--- src/rtl/core/pvl_pkg.sv ---
package pvl_pkg;

   localparam int COORD_BITS = 12;
   localparam int IN_W       = 12;
   localparam int SIDES      = 6;
   localparam int CNT_W      = 4;
   localparam int OUT_W      = 16;

   // signed coordinate difference, two-term product, three-term product, numerator
   localparam int DIFF_W    = COORD_BITS + 1;
   localparam int MA_W      = 2 * DIFF_W;
   localparam int PROD_W    = MA_W + DIFF_W;
   localparam int NUM_W     = PROD_W + 1;
   localparam int DIV_CNT_W = $clog2(NUM_W + 1);

   localparam int SAT_POS = (1 << (OUT_W - 1)) - 1;

   typedef struct packed {
      logic [COORD_BITS-1:0] x1;
      logic [COORD_BITS-1:0] y1;
      logic [COORD_BITS-1:0] x2;
      logic [COORD_BITS-1:0] y2;
   } line_type;

endpackage

--- src/rtl/core/pvl_if.sv ---
interface pvl_req_if import pvl_pkg::*; ();
   logic            valid;
   logic            ready;
   logic [IN_W-1:0] start_x;
   logic [IN_W-1:0] start_y;
   logic [IN_W-1:0] end_x;
   logic [IN_W-1:0] end_y;

   modport source (output valid, output start_x, output start_y, output end_x,
                   output end_y, input ready);
   modport sink (input valid, input start_x, input start_y, input end_x,
                 input end_y, output ready);
endinterface

interface pvl_rsp_if import pvl_pkg::*; ();
   logic                    valid;
   logic                    ready;
   logic [CNT_W-1:0]        corner_index;
   logic signed [OUT_W-1:0] point_x;
   logic signed [OUT_W-1:0] point_y;
   logic                    parallel_flag;
   logic                    clipped_flag;
   logic                    last_of_run;

   modport source (output valid, output corner_index, output point_x, output point_y,
                   output parallel_flag, output clipped_flag, output last_of_run,
                   input ready);
   modport sink (input valid, input corner_index, input point_x, input point_y,
                 input parallel_flag, input clipped_flag, input last_of_run,
                 output ready);
endinterface

--- src/rtl/core/pvl_div.sv ---
// Restoring divider on magnitudes, one quotient bit per cycle.
module pvl_div import pvl_pkg::*; (
   input  logic             clock,
   input  logic             reset,
   input  logic             start,
   input  logic [NUM_W-1:0] num,
   input  logic [MA_W-1:0]  den,
   output logic             done,
   output logic [NUM_W-1:0] quot
);

   logic                 busy_ff;
   logic                 done_ff;
   logic [DIV_CNT_W-1:0] cnt_ff;
   logic [NUM_W-1:0]     num_ff;   // dividend shifts out, quotient shifts in
   logic [MA_W-1:0]      rem_ff;
   logic [MA_W-1:0]      den_ff;

   logic [MA_W:0] rem_shift;
   logic [MA_W:0] rem_diff;
   logic          qbit_in;

   assign rem_shift = {rem_ff, num_ff[NUM_W-1]};
   assign rem_diff  = rem_shift - {1'b0, den_ff};
   assign qbit_in   = ~rem_diff[MA_W];

   always_ff @(posedge clock) begin
      if (reset) begin
         busy_ff <= 1'b0;
         done_ff <= 1'b0;
         cnt_ff  <= '0;
      end else begin
         done_ff <= 1'b0;
         if (start) begin
            busy_ff <= 1'b1;
            cnt_ff  <= DIV_CNT_W'(NUM_W);
            num_ff  <= num;
            den_ff  <= den;
            rem_ff  <= '0;
         end else if (busy_ff) begin
            rem_ff <= qbit_in ? rem_diff[MA_W-1:0] : rem_shift[MA_W-1:0];
            num_ff <= {num_ff[NUM_W-2:0], qbit_in};
            cnt_ff <= cnt_ff - 1'b1;
            if (cnt_ff == DIV_CNT_W'(1)) begin
               busy_ff <= 1'b0;
               done_ff <= 1'b1;
            end
         end
      end
   end

   assign done = done_ff;
   assign quot = num_ff;

endmodule

--- src/rtl/core/polygon_vertices_from_lines_top.sv ---
// Polygon corners from bounding lines. Each request transaction carries one line as two
// endpoints; SIDES lines close a polygon. The first line of a polygon yields no response,
// line i yields corner i (intersection with line i-1), and the last line yields its corner
// and then corner 0 (intersection with the first line, last_of_run set). Quotients are
// truncated toward zero and saturated to 16 bits; parallel lines give a zero point with
// parallel_flag. Each corner runs the shared 26x13 multiplier sequence, then two 40-bit
// bit-serial divisions, one for x and one for y; a parallel corner skips the divisions.
// A new line is accepted only once all corners of the previous one are computed; the
// last response may still be waiting.
module polygon_vertices_from_lines_top import pvl_pkg::*; (
   input logic       clock,
   input logic       reset,
   pvl_req_if.sink   req_ch,
   pvl_rsp_if.source rsp_ch
);

   typedef enum logic [2:0] {
      ST_IDLE, ST_MUL, ST_CHECK, ST_DIVX, ST_DIVY, ST_OUT
   } state_type;

   typedef enum logic [3:0] {
      MS_P1, MS_P2, MS_P3, MS_P4, MS_X0, MS_X1, MS_X2, MS_Y0, MS_Y1, MS_Y2, MS_DRAIN
   } mul_step_type;

   state_type    state_ff;
   mul_step_type mstep_ff;
   mul_step_type pstep_ff;
   mul_step_type mstep_in;

   logic [CNT_W-1:0] line_cnt_ff;
   line_type         first_ff;
   line_type         prev_ff;
   line_type         a_ff;
   line_type         b_ff;
   line_type         cur_line;
   logic [CNT_W-1:0] corner_ff;
   logic             last_ff;
   logic             closing_ff;

   logic signed [MA_W-1:0]   p1_ff, p2_ff, p3_ff, p4_ff;
   logic signed [MA_W-1:0]   d_ff;
   logic signed [PROD_W-1:0] prod_ff;
   logic signed [PROD_W-1:0] prod_in;
   logic [NUM_W-1:0]         prod_ext;
   logic [NUM_W-1:0]         accx_ff;
   logic [NUM_W-1:0]         accy_ff;

   logic [OUT_W-1:0] px_ff;
   logic [OUT_W-1:0] py_ff;
   logic             par_ff;
   logic             clip_ff;

   logic             rsp_vld_ff;
   logic [CNT_W-1:0] rsp_corner_ff;
   logic [OUT_W-1:0] rsp_x_ff;
   logic [OUT_W-1:0] rsp_y_ff;
   logic             rsp_par_ff;
   logic             rsp_clip_ff;
   logic             rsp_last_ff;

   logic signed [DIFF_W-1:0] dax, day, dbx, dby, ex, ey;
   logic signed [DIFF_W-1:0] ax1, ay1, bx1, by1;
   logic signed [MA_W-1:0]   mul_a;
   logic signed [DIFF_W-1:0] mul_b;

   logic             div_start;
   logic             div_done;
   logic [NUM_W-1:0] div_num;
   logic [MA_W-1:0]  div_den;
   logic [NUM_W-1:0] div_quot;
   logic [NUM_W-1:0] absx;
   logic [NUM_W-1:0] absy;
   logic             neg_x;
   logic             neg_y;
   logic [OUT_W:0]   sat_x;
   logic [OUT_W:0]   sat_y;
   logic             req_acc;
   logic             out_free;

   // {clipped, value}: apply sign to the quotient magnitude and saturate
   function automatic logic [OUT_W:0] sat_q(input logic [NUM_W-1:0] q, input logic neg);
      logic [NUM_W-1:0] nq;
      logic [OUT_W:0]   r;
      nq = NUM_W'(0) - q;
      if (neg) begin
         if (q > NUM_W'(SAT_POS + 1)) r = {1'b1, 1'b1, {(OUT_W-1){1'b0}}};
         else                         r = {1'b0, nq[OUT_W-1:0]};
      end else begin
         if (q > NUM_W'(SAT_POS)) r = {1'b1, 1'b0, {(OUT_W-1){1'b1}}};
         else                     r = {1'b0, q[OUT_W-1:0]};
      end
      return r;
   endfunction

   assign cur_line = '{x1: req_ch.start_x[COORD_BITS-1:0], y1: req_ch.start_y[COORD_BITS-1:0],
                       x2: req_ch.end_x[COORD_BITS-1:0],   y2: req_ch.end_y[COORD_BITS-1:0]};

   assign ax1 = $signed({1'b0, a_ff.x1});
   assign ay1 = $signed({1'b0, a_ff.y1});
   assign bx1 = $signed({1'b0, b_ff.x1});
   assign by1 = $signed({1'b0, b_ff.y1});
   assign dax = $signed({1'b0, a_ff.x2}) - ax1;
   assign day = $signed({1'b0, a_ff.y2}) - ay1;
   assign dbx = $signed({1'b0, b_ff.x2}) - bx1;
   assign dby = $signed({1'b0, b_ff.y2}) - by1;
   assign ex  = bx1 - ax1;
   assign ey  = by1 - ay1;

   // one product per step; the product is registered in prod_ff before it is stored
   always_comb begin
      mul_a    = '0;
      mul_b    = '0;
      mstep_in = MS_DRAIN;
      case (mstep_ff)
         MS_P1: begin mul_a = {{DIFF_W{day[DIFF_W-1]}}, day}; mul_b = dbx; mstep_in = MS_P2; end
         MS_P2: begin mul_a = {{DIFF_W{dby[DIFF_W-1]}}, dby}; mul_b = dax; mstep_in = MS_P3; end
         MS_P3: begin mul_a = {{DIFF_W{dax[DIFF_W-1]}}, dax}; mul_b = dbx; mstep_in = MS_P4; end
         MS_P4: begin mul_a = {{DIFF_W{day[DIFF_W-1]}}, day}; mul_b = dby; mstep_in = MS_X0; end
         MS_X0: begin mul_a = p3_ff; mul_b = ey;  mstep_in = MS_X1; end
         MS_X1: begin mul_a = p1_ff; mul_b = ax1; mstep_in = MS_X2; end
         MS_X2: begin mul_a = p2_ff; mul_b = bx1; mstep_in = MS_Y0; end
         MS_Y0: begin mul_a = p4_ff; mul_b = ex;  mstep_in = MS_Y1; end
         MS_Y1: begin mul_a = p2_ff; mul_b = ay1; mstep_in = MS_Y2; end
         MS_Y2: begin mul_a = p1_ff; mul_b = by1; mstep_in = MS_DRAIN; end
         default: begin mul_a = '0; mul_b = '0; mstep_in = MS_DRAIN; end
      endcase
   end

   assign prod_in  = mul_a * mul_b;
   assign prod_ext = {prod_ff[PROD_W-1], prod_ff};

   assign absx    = accx_ff[NUM_W-1] ? NUM_W'(0) - accx_ff : accx_ff;
   assign absy    = accy_ff[NUM_W-1] ? NUM_W'(0) - accy_ff : accy_ff;
   assign div_den = d_ff[MA_W-1] ? MA_W'(0) - d_ff : d_ff;
   // y divides by -d
   assign neg_x   = accx_ff[NUM_W-1] ^ d_ff[MA_W-1];
   assign neg_y   = accy_ff[NUM_W-1] ^ ~d_ff[MA_W-1];
   assign sat_x   = sat_q(div_quot, neg_x);
   assign sat_y   = sat_q(div_quot, neg_y);

   assign div_start = (state_ff == ST_CHECK && d_ff != '0) || (state_ff == ST_DIVX && div_done);
   assign div_num   = (state_ff == ST_CHECK) ? absx : absy;

   pvl_div u_div (
      .clock (clock),
      .reset (reset),
      .start (div_start),
      .num   (div_num),
      .den   (div_den),
      .done  (div_done),
      .quot  (div_quot)
   );

   assign req_acc  = req_ch.valid && req_ch.ready;
   assign out_free = !rsp_vld_ff || rsp_ch.ready;

   always_ff @(posedge clock) begin
      if (reset) begin
         state_ff    <= ST_IDLE;
         rsp_vld_ff  <= 1'b0;
         line_cnt_ff <= '0;
         closing_ff  <= 1'b0;
      end else begin
         // ST_OUT drives the response register itself
         if (rsp_vld_ff && rsp_ch.ready && state_ff != ST_OUT) rsp_vld_ff <= 1'b0;

         case (state_ff)
            ST_IDLE: begin
               if (req_acc) begin
                  prev_ff <= cur_line;
                  b_ff    <= cur_line;
                  if (line_cnt_ff == '0) begin
                     first_ff    <= cur_line;
                     line_cnt_ff <= CNT_W'(1);
                  end else begin
                     a_ff      <= prev_ff;
                     corner_ff <= line_cnt_ff;
                     last_ff   <= 1'b0;
                     mstep_ff  <= MS_P1;
                     pstep_ff  <= MS_DRAIN;
                     state_ff  <= ST_MUL;
                     if (line_cnt_ff >= CNT_W'(SIDES - 1)) begin
                        closing_ff  <= 1'b1;
                        line_cnt_ff <= '0;
                     end else begin
                        closing_ff  <= 1'b0;
                        line_cnt_ff <= line_cnt_ff + 1'b1;
                     end
                  end
               end
            end
            ST_MUL: begin
               prod_ff  <= prod_in;
               pstep_ff <= mstep_ff;
               mstep_ff <= mstep_in;
               case (pstep_ff)
                  MS_P1: p1_ff <= prod_ff[MA_W-1:0];
                  MS_P2: p2_ff <= prod_ff[MA_W-1:0];
                  MS_P3: p3_ff <= prod_ff[MA_W-1:0];
                  MS_P4: p4_ff <= prod_ff[MA_W-1:0];
                  MS_X0: accx_ff <= prod_ext;
                  MS_X1: accx_ff <= accx_ff + prod_ext;
                  MS_X2: accx_ff <= accx_ff - prod_ext;
                  MS_Y0: accy_ff <= prod_ext;
                  MS_Y1: accy_ff <= accy_ff + prod_ext;
                  MS_Y2: accy_ff <= accy_ff - prod_ext;
                  default: ;
               endcase
               if (mstep_ff == MS_DRAIN) begin
                  d_ff     <= p1_ff - p2_ff;
                  state_ff <= ST_CHECK;
               end
            end
            ST_CHECK: begin
               clip_ff <= 1'b0;
               if (d_ff == '0) begin
                  par_ff   <= 1'b1;
                  px_ff    <= '0;
                  py_ff    <= '0;
                  state_ff <= ST_OUT;
               end else begin
                  par_ff   <= 1'b0;
                  state_ff <= ST_DIVX;
               end
            end
            ST_DIVX: begin
               if (div_done) begin
                  px_ff    <= sat_x[OUT_W-1:0];
                  clip_ff  <= sat_x[OUT_W];
                  state_ff <= ST_DIVY;
               end
            end
            ST_DIVY: begin
               if (div_done) begin
                  py_ff    <= sat_y[OUT_W-1:0];
                  clip_ff  <= clip_ff | sat_y[OUT_W];
                  state_ff <= ST_OUT;
               end
            end
            ST_OUT: begin
               if (out_free) begin
                  rsp_vld_ff    <= 1'b1;
                  rsp_corner_ff <= corner_ff;
                  rsp_x_ff      <= px_ff;
                  rsp_y_ff      <= py_ff;
                  rsp_par_ff    <= par_ff;
                  rsp_clip_ff   <= clip_ff;
                  rsp_last_ff   <= last_ff;
                  if (closing_ff) begin
                     // closing corner: first line against the current one
                     a_ff       <= first_ff;
                     corner_ff  <= '0;
                     last_ff    <= 1'b1;
                     closing_ff <= 1'b0;
                     mstep_ff   <= MS_P1;
                     pstep_ff   <= MS_DRAIN;
                     state_ff   <= ST_MUL;
                  end else begin
                     state_ff <= ST_IDLE;
                  end
               end
            end
            default: state_ff <= ST_IDLE;
         endcase
      end
   end

   assign req_ch.ready         = (state_ff == ST_IDLE);
   assign rsp_ch.valid         = rsp_vld_ff;
   assign rsp_ch.corner_index  = rsp_corner_ff;
   assign rsp_ch.point_x       = rsp_x_ff;
   assign rsp_ch.point_y       = rsp_y_ff;
   assign rsp_ch.parallel_flag = rsp_par_ff;
   assign rsp_ch.clipped_flag  = rsp_clip_ff;
   assign rsp_ch.last_of_run   = rsp_last_ff;

   a_last_corner: assert property (@(posedge clock) disable iff (reset)
      rsp_vld_ff && rsp_last_ff |-> rsp_corner_ff == '0)
      else $error("closing transaction with nonzero corner index");

   a_parallel_zero: assert property (@(posedge clock) disable iff (reset)
      rsp_vld_ff && rsp_par_ff |-> rsp_x_ff == '0 && rsp_y_ff == '0 && !rsp_clip_ff)
      else $error("parallel result carries a point or clip");

   a_div_done_state: assert property (@(posedge clock) disable iff (reset)
      div_done |-> state_ff == ST_DIVX || state_ff == ST_DIVY)
      else $error("divider finished outside a division state");

   a_cnt_wrap: assert property (@(posedge clock) disable iff (reset)
      req_acc && line_cnt_ff == CNT_W'(SIDES - 1) |=> line_cnt_ff == '0)
      else $error("line counter did not wrap on the closing line");

endmodule
--- src/flat_wrapper.sv ---
// flat-port wrapper written by rule: the top's interface ports become plain ports
module polygon_vertices_from_lines_top_flat import pvl_pkg::*;
  (clock, reset, req_ch_valid, req_ch_start_x, req_ch_start_y, req_ch_end_x, req_ch_end_y, req_ch_ready, rsp_ch_valid, rsp_ch_corner_index, rsp_ch_point_x, rsp_ch_point_y, rsp_ch_parallel_flag, rsp_ch_clipped_flag, rsp_ch_last_of_run, rsp_ch_ready);
  pvl_req_if req_ch_i ();
  pvl_rsp_if rsp_ch_i ();
  input logic clock;
  input logic reset;
  input wire logic [$bits(req_ch_i.valid)-1:0] req_ch_valid;
  input wire logic [$bits(req_ch_i.start_x)-1:0] req_ch_start_x;
  input wire logic [$bits(req_ch_i.start_y)-1:0] req_ch_start_y;
  input wire logic [$bits(req_ch_i.end_x)-1:0] req_ch_end_x;
  input wire logic [$bits(req_ch_i.end_y)-1:0] req_ch_end_y;
  output wire logic [$bits(req_ch_i.ready)-1:0] req_ch_ready;
  output wire logic [$bits(rsp_ch_i.valid)-1:0] rsp_ch_valid;
  output wire logic [$bits(rsp_ch_i.corner_index)-1:0] rsp_ch_corner_index;
  output wire logic [$bits(rsp_ch_i.point_x)-1:0] rsp_ch_point_x;
  output wire logic [$bits(rsp_ch_i.point_y)-1:0] rsp_ch_point_y;
  output wire logic [$bits(rsp_ch_i.parallel_flag)-1:0] rsp_ch_parallel_flag;
  output wire logic [$bits(rsp_ch_i.clipped_flag)-1:0] rsp_ch_clipped_flag;
  output wire logic [$bits(rsp_ch_i.last_of_run)-1:0] rsp_ch_last_of_run;
  input wire logic [$bits(rsp_ch_i.ready)-1:0] rsp_ch_ready;
  assign req_ch_i.valid = req_ch_valid;
  assign req_ch_i.start_x = req_ch_start_x;
  assign req_ch_i.start_y = req_ch_start_y;
  assign req_ch_i.end_x = req_ch_end_x;
  assign req_ch_i.end_y = req_ch_end_y;
  assign req_ch_ready = req_ch_i.ready;
  assign rsp_ch_valid = rsp_ch_i.valid;
  assign rsp_ch_corner_index = rsp_ch_i.corner_index;
  assign rsp_ch_point_x = rsp_ch_i.point_x;
  assign rsp_ch_point_y = rsp_ch_i.point_y;
  assign rsp_ch_parallel_flag = rsp_ch_i.parallel_flag;
  assign rsp_ch_clipped_flag = rsp_ch_i.clipped_flag;
  assign rsp_ch_last_of_run = rsp_ch_i.last_of_run;
  assign rsp_ch_i.ready = rsp_ch_ready;
  polygon_vertices_from_lines_top u_core (.clock(clock), .reset(reset), .req_ch(req_ch_i), .rsp_ch(rsp_ch_i));
endmodule
--- config.mk ---
export PLATFORM = sky130hd
export DESIGN_NAME = polygon_vertices_from_lines_top_flat
export DESIGN_NICKNAME = d
export VERILOG_FILES = /design/src/rtl/core/pvl_pkg.sv /design/src/rtl/core/pvl_if.sv /design/src/rtl/core/pvl_div.sv /design/src/rtl/core/polygon_vertices_from_lines_top.sv /design/src/flat_wrapper.sv
export SDC_FILE = /design/constraint.sdc
export NUM_CORES = 2
export LEC_CHECK = 0
export BUFFER_PORTS_ARGS = -buffer_cell sky130_fd_sc_hd__buf_2
export CAP_MARGIN = 10
export CELL_PAD_IN_SITES_DETAIL_PLACEMENT = 0
export CELL_PAD_IN_SITES_GLOBAL_PLACEMENT = 1
export CORE_ASPECT_RATIO = 1.25
export CORE_MARGIN = 2
export CORE_UTILIZATION = 51
export DETAILED_ROUTE_END_ITERATION = 12
export MAX_ROUTING_LAYER = met4
export PLACE_DENSITY_LB_ADDON = 0.25
export RECOVER_POWER = 100
export SLEW_MARGIN = 20
export SYNTH_ARGS = -nofsm -noshare
export SYNTH_HDL_FRONTEND = slang
export SYNTH_SLANG_ARGS = --single-unit
--- constraint.sdc ---
create_clock -name clock -period 12.4 [get_ports clock]
set_input_delay 0 -clock clock [delete_from_list [all_inputs] [get_ports clock]]
set_output_delay 0 -clock clock [all_outputs]
set_load 0.005 [all_outputs]
==> flow_metrics.env <==
export IMPL_grt_ovfl_total=0
export IMPL_synth_most_common_cell="nand2_1"
export IMPL_place_hpwl_mm=95.3
export IMPL_synth_ff_type="edfxtp_1"
export IMPL_finClkSkew_ps=49.5
export IMPL_hold_viol=0
export IMPL_netlist_top_cells_count="nand2_1, edfxtp_1, inv_1"
export IMPL_crit_arrival_ps=11460
export IMPL_initial_utilization_pct=51.4
export IMPL_n_fill_cell=8190
export IMPL_synthesis_area_um2=47100
export IMPL_synth_async_reset_ratio_pct=0
export IMPL_grt_setup_unrepaired="no"
export IMPL_synth_edf_count=571
export IMPL_fin_crit_sh_pct=89.2
export IMPL_worstHoldPathType="in -> reg"
export IMPL_setup_slack_ps=1340
export IMPL_coreArea_um2=91500
export IMPL_period_minus_slack_ps=11060
export IMPL_clk_pin_slew_worst_paths_ps=70
export IMPL_area_growth_pct=9.07
export IMPL_drt_wl_total_mm=124
export IMPL_path_class="reg -> reg"
export IMPL_leakagePower_nw=20.9
export IMPL_synthCells=4786
export IMPL_drive_above_1_share_pct=4.87
export IMPL_synth_top_area_share_pct=36.4
export IMPL_die_h_um=344
export IMPL_insertion_delay_ps=690
export IMPL_crit_top_cell="fa_1"
export IMPL_ant_nets=0
export IMPL_die_x_um=276
export IMPL_yosysWarnings=0
export IMPL_nets=5529
export IMPL_cts_root_buf="clkbuf_16"
export IMPL_violations="DRC, capacitance limit, slew limit"
export IMPL_synth_seq_area_share_pct=37.1
export IMPL_ys_ff_latch=588
export IMPL_grt_usage_pct=27.3
export IMPL_end_kind="flop"
export IMPL_synthDistinctLibCells=91
export IMPL_diodes=0
export IMPL_drt_iter0_markers=2281
export IMPL_first_pass_iters=12
export IMPL_antenna_found_initial=0
export IMPL_outcome="finished with violations"
export IMPL_grt_start_max_net_pins=79
export IMPL_wl_per_cell_um=20.4
export IMPL_cts_buffers=61
export IMPL_syn_area_per_cell_um2=9.84
export IMPL_synth_fp_nets=5458
export IMPL_drv_cap=24
export IMPL_grt_pass1_vias=35300
export IMPL_drc_errors=1
export IMPL_start_kind="flop"
export IMPL_tritoncts="built"
export IMPL_dp_slack_ps=2010
export IMPL_power_density_nw_per_um2=277
export IMPL_vias=34800
export IMPL_fmax_mhz=90.5
export IMPL_relSlewSlack_pct=-132
export IMPL_die_area_um2=94800
export IMPL_tns_ps=0
export IMPL_place_congestion=0.937
export IMPL_grt_pass1_wl_mm=196
export IMPL_cpPeakStageDelay_ps=1530
export IMPL_yosysTopAreaCell="edfxtp_1"
export IMPL_h_tree_depth=2
export IMPL_worstMarginPinSlew_ps=3480
export IMPL_worst_path_max_delay_cell="or2_0"
export IMPL_rrSetupSlack_ps=1340
export IMPL_rows=124
export IMPL_final_setup_viol_count=0
export IMPL_crit_required_ps=12800
export IMPL_ir_drop_v=0.000331
export IMPL_path_max_fanout=27
export IMPL_io_pins=93
export IMPL_portBuffers=92
export IMPL_synthTopCellsByArea="edfxtp_1, fa_1, ha_1"
export IMPL_slew_violations=982
export IMPL_cts_buffer_depth=3
export IMPL_viasPerCell=5.70
export IMPL_clock_sinks=588
-- state kept, by name, indices dropped and copies added, names as in the netlist, 6 cells and up --
| signal | count |
|---|---|
| u_core.py_ff | 16 |
| u_core.p1_ff | 26 |
| u_core.p3_ff | 26 |
| u_core.p2_ff | 26 |
| u_core.u_div.den_ff | 26 |
| u_core.a_ff | 48 |
| u_core.accy_ff | 40 |
| u_core.b_ff | 48 |
| u_core.first_ff | 48 |
| u_core.d_ff | 26 |
| u_core.prod_ff | 39 |
| u_core.px_ff | 16 |
| u_core.u_div.quot | 40 |
| u_core.accx_ff | 40 |
| u_core.p4_ff | 26 |
| u_core.rsp_ch.point_y | 16 |
| u_core.u_div.cnt_ff | 6 |
| u_core.rsp_ch.point_x | 16 |
| u_core.u_div.rem_ff | 26 |
-- final timing paths --
path / start / to / depth (start not counted)
setup reg to reg: u_core.mstep_ff[2] / u_core.prod_ff[37] / 29
setup / recovery: u_core.mstep_ff[2] / u_core.prod_ff[37] / 29
hold reg to reg: u_core.px_ff[7] / u_core.rsp_ch.point_x[7] / 0
hold / removal: req_ch_start_x[3] / u_core.first_ff[39] / 2
-- cell usage in the layout, fill, tap and decap left out, types with 29 or more instances in the layout --
cell type and count:
a21o_1 85, a21oi_1 278, a31oi_1 34, and2_1 33
and3_1 31, buf_2 36, buf_4 35, clkbuf_1 95
clkbuf_16 62, dlygate4sd3_1 54, edfxtp_1 571, fa_1 316
ha_1 304, inv_1 422, mux2i_1 29, nand2_1 661
nand2b_1 46, nand3_1 54, nor2_1 304, nor2b_1 94
nor3_1 82, o21a_1 31, o21ai_0 315, o21bai_1 36
o31ai_1 38, or3_1 45, xnor2_1 242, xor2_1 137
-- cells by family (layout without fill, tap and decap cells) --
| logic type | after synthesis | after routing | synth area share [%] |
|---|---|---|---|
| muxes | 31 | 31 | 0.664 |
| and+or+nand+nor | 1505 | 1505 | 14.8 |
| xor gates and xnor gates | 381 | 381 | 7.09 |
| buffers and inverters | 628 | 749 | 5.06 |
| AOI/OAI and AO/OA | 1033 | 1033 | 13.7 |
| adders and majority gates | 620 | 620 | 21.5 |
| DFF | 588 | 588 | 37.1 |
-- routing by layer --
layer,routed length (um),global-route usage (%)
met3,5670,2.48
met4,3700,7.78
met2,62800,47.4
met5,0,-
met1,52000,33.9
-- critical path: cells and delay by family (launching register included) --
| kind | cells | cell delay, ps |
|---|---|---|
| AND/OR/NAND/NOR | 7 | 3720 |
| adder cells (fa/ha/maj) | 7 | 3080 |
| flip-flops | 1 | 670 |
| AO/OA/AOI/OAI | 9 | 2720 |
| XOR/XNOR | 1 | 90 |
| buffers and inverters | 5 | 490 |
-- per-stage QoR --
step | util (%) | cell area [um2] | total power, W | hold slack (ps) | cells
5_1_grt | 56.1 | 51300 | 0.0155 | 27.2 | 6104
6_report | 56.1 | 51300 | 0.0142 | 37.6 | 6104
4_1_cts | 56.4 | 51600 | 0.0142 | 4.03 | 6104
3_5_place_dp | 53.4 | 48900 | 0.0121 | 191 | 5937
3_3_place_gp | 53.4 | 48900 | 0.0120 | 188 | 5937
2_1_floorplan | - | 47100 | 0.00981 | 98.9 | 4786
-- repair_timing --
action | 4_1_cts | 5_1_grt
hold buffers | 54 | 0
buffers inserted | 0 | 0
resized for setup | 0 | 0
endpoints found under the hold margin | 119 | 0
-- layout make-up --
class / count / area (um2) / share of cell area (%)
clock buffers: 76 / 1630 / 3.18
inverters: 424 / 1590 / 3.10
flip-flops and latches: 588 / 17500 / 34.1
multi-input cells: 3570 / 27300 / 53.2
repair buffers: 212 / 1310 / 2.56
well taps: 1197 / 1500 / 2.92
clock inverters: 37 / 500 / 0.975
-- power by group --
group / total [W] / internal, W / switching (W) / leakage (nW)
Clock: 0.00197 / 0.00113 / 0.000835 / 1.02
Sequential: 0.00300 / 0.00275 / 0.000248 / 5.32
Combinational: 0.00924 / 0.00389 / 0.00535 / 14.6
Total: 0.0142 / 0.00777 / 0.00643 / 20.9
Power figures use the tool's default switching activity.
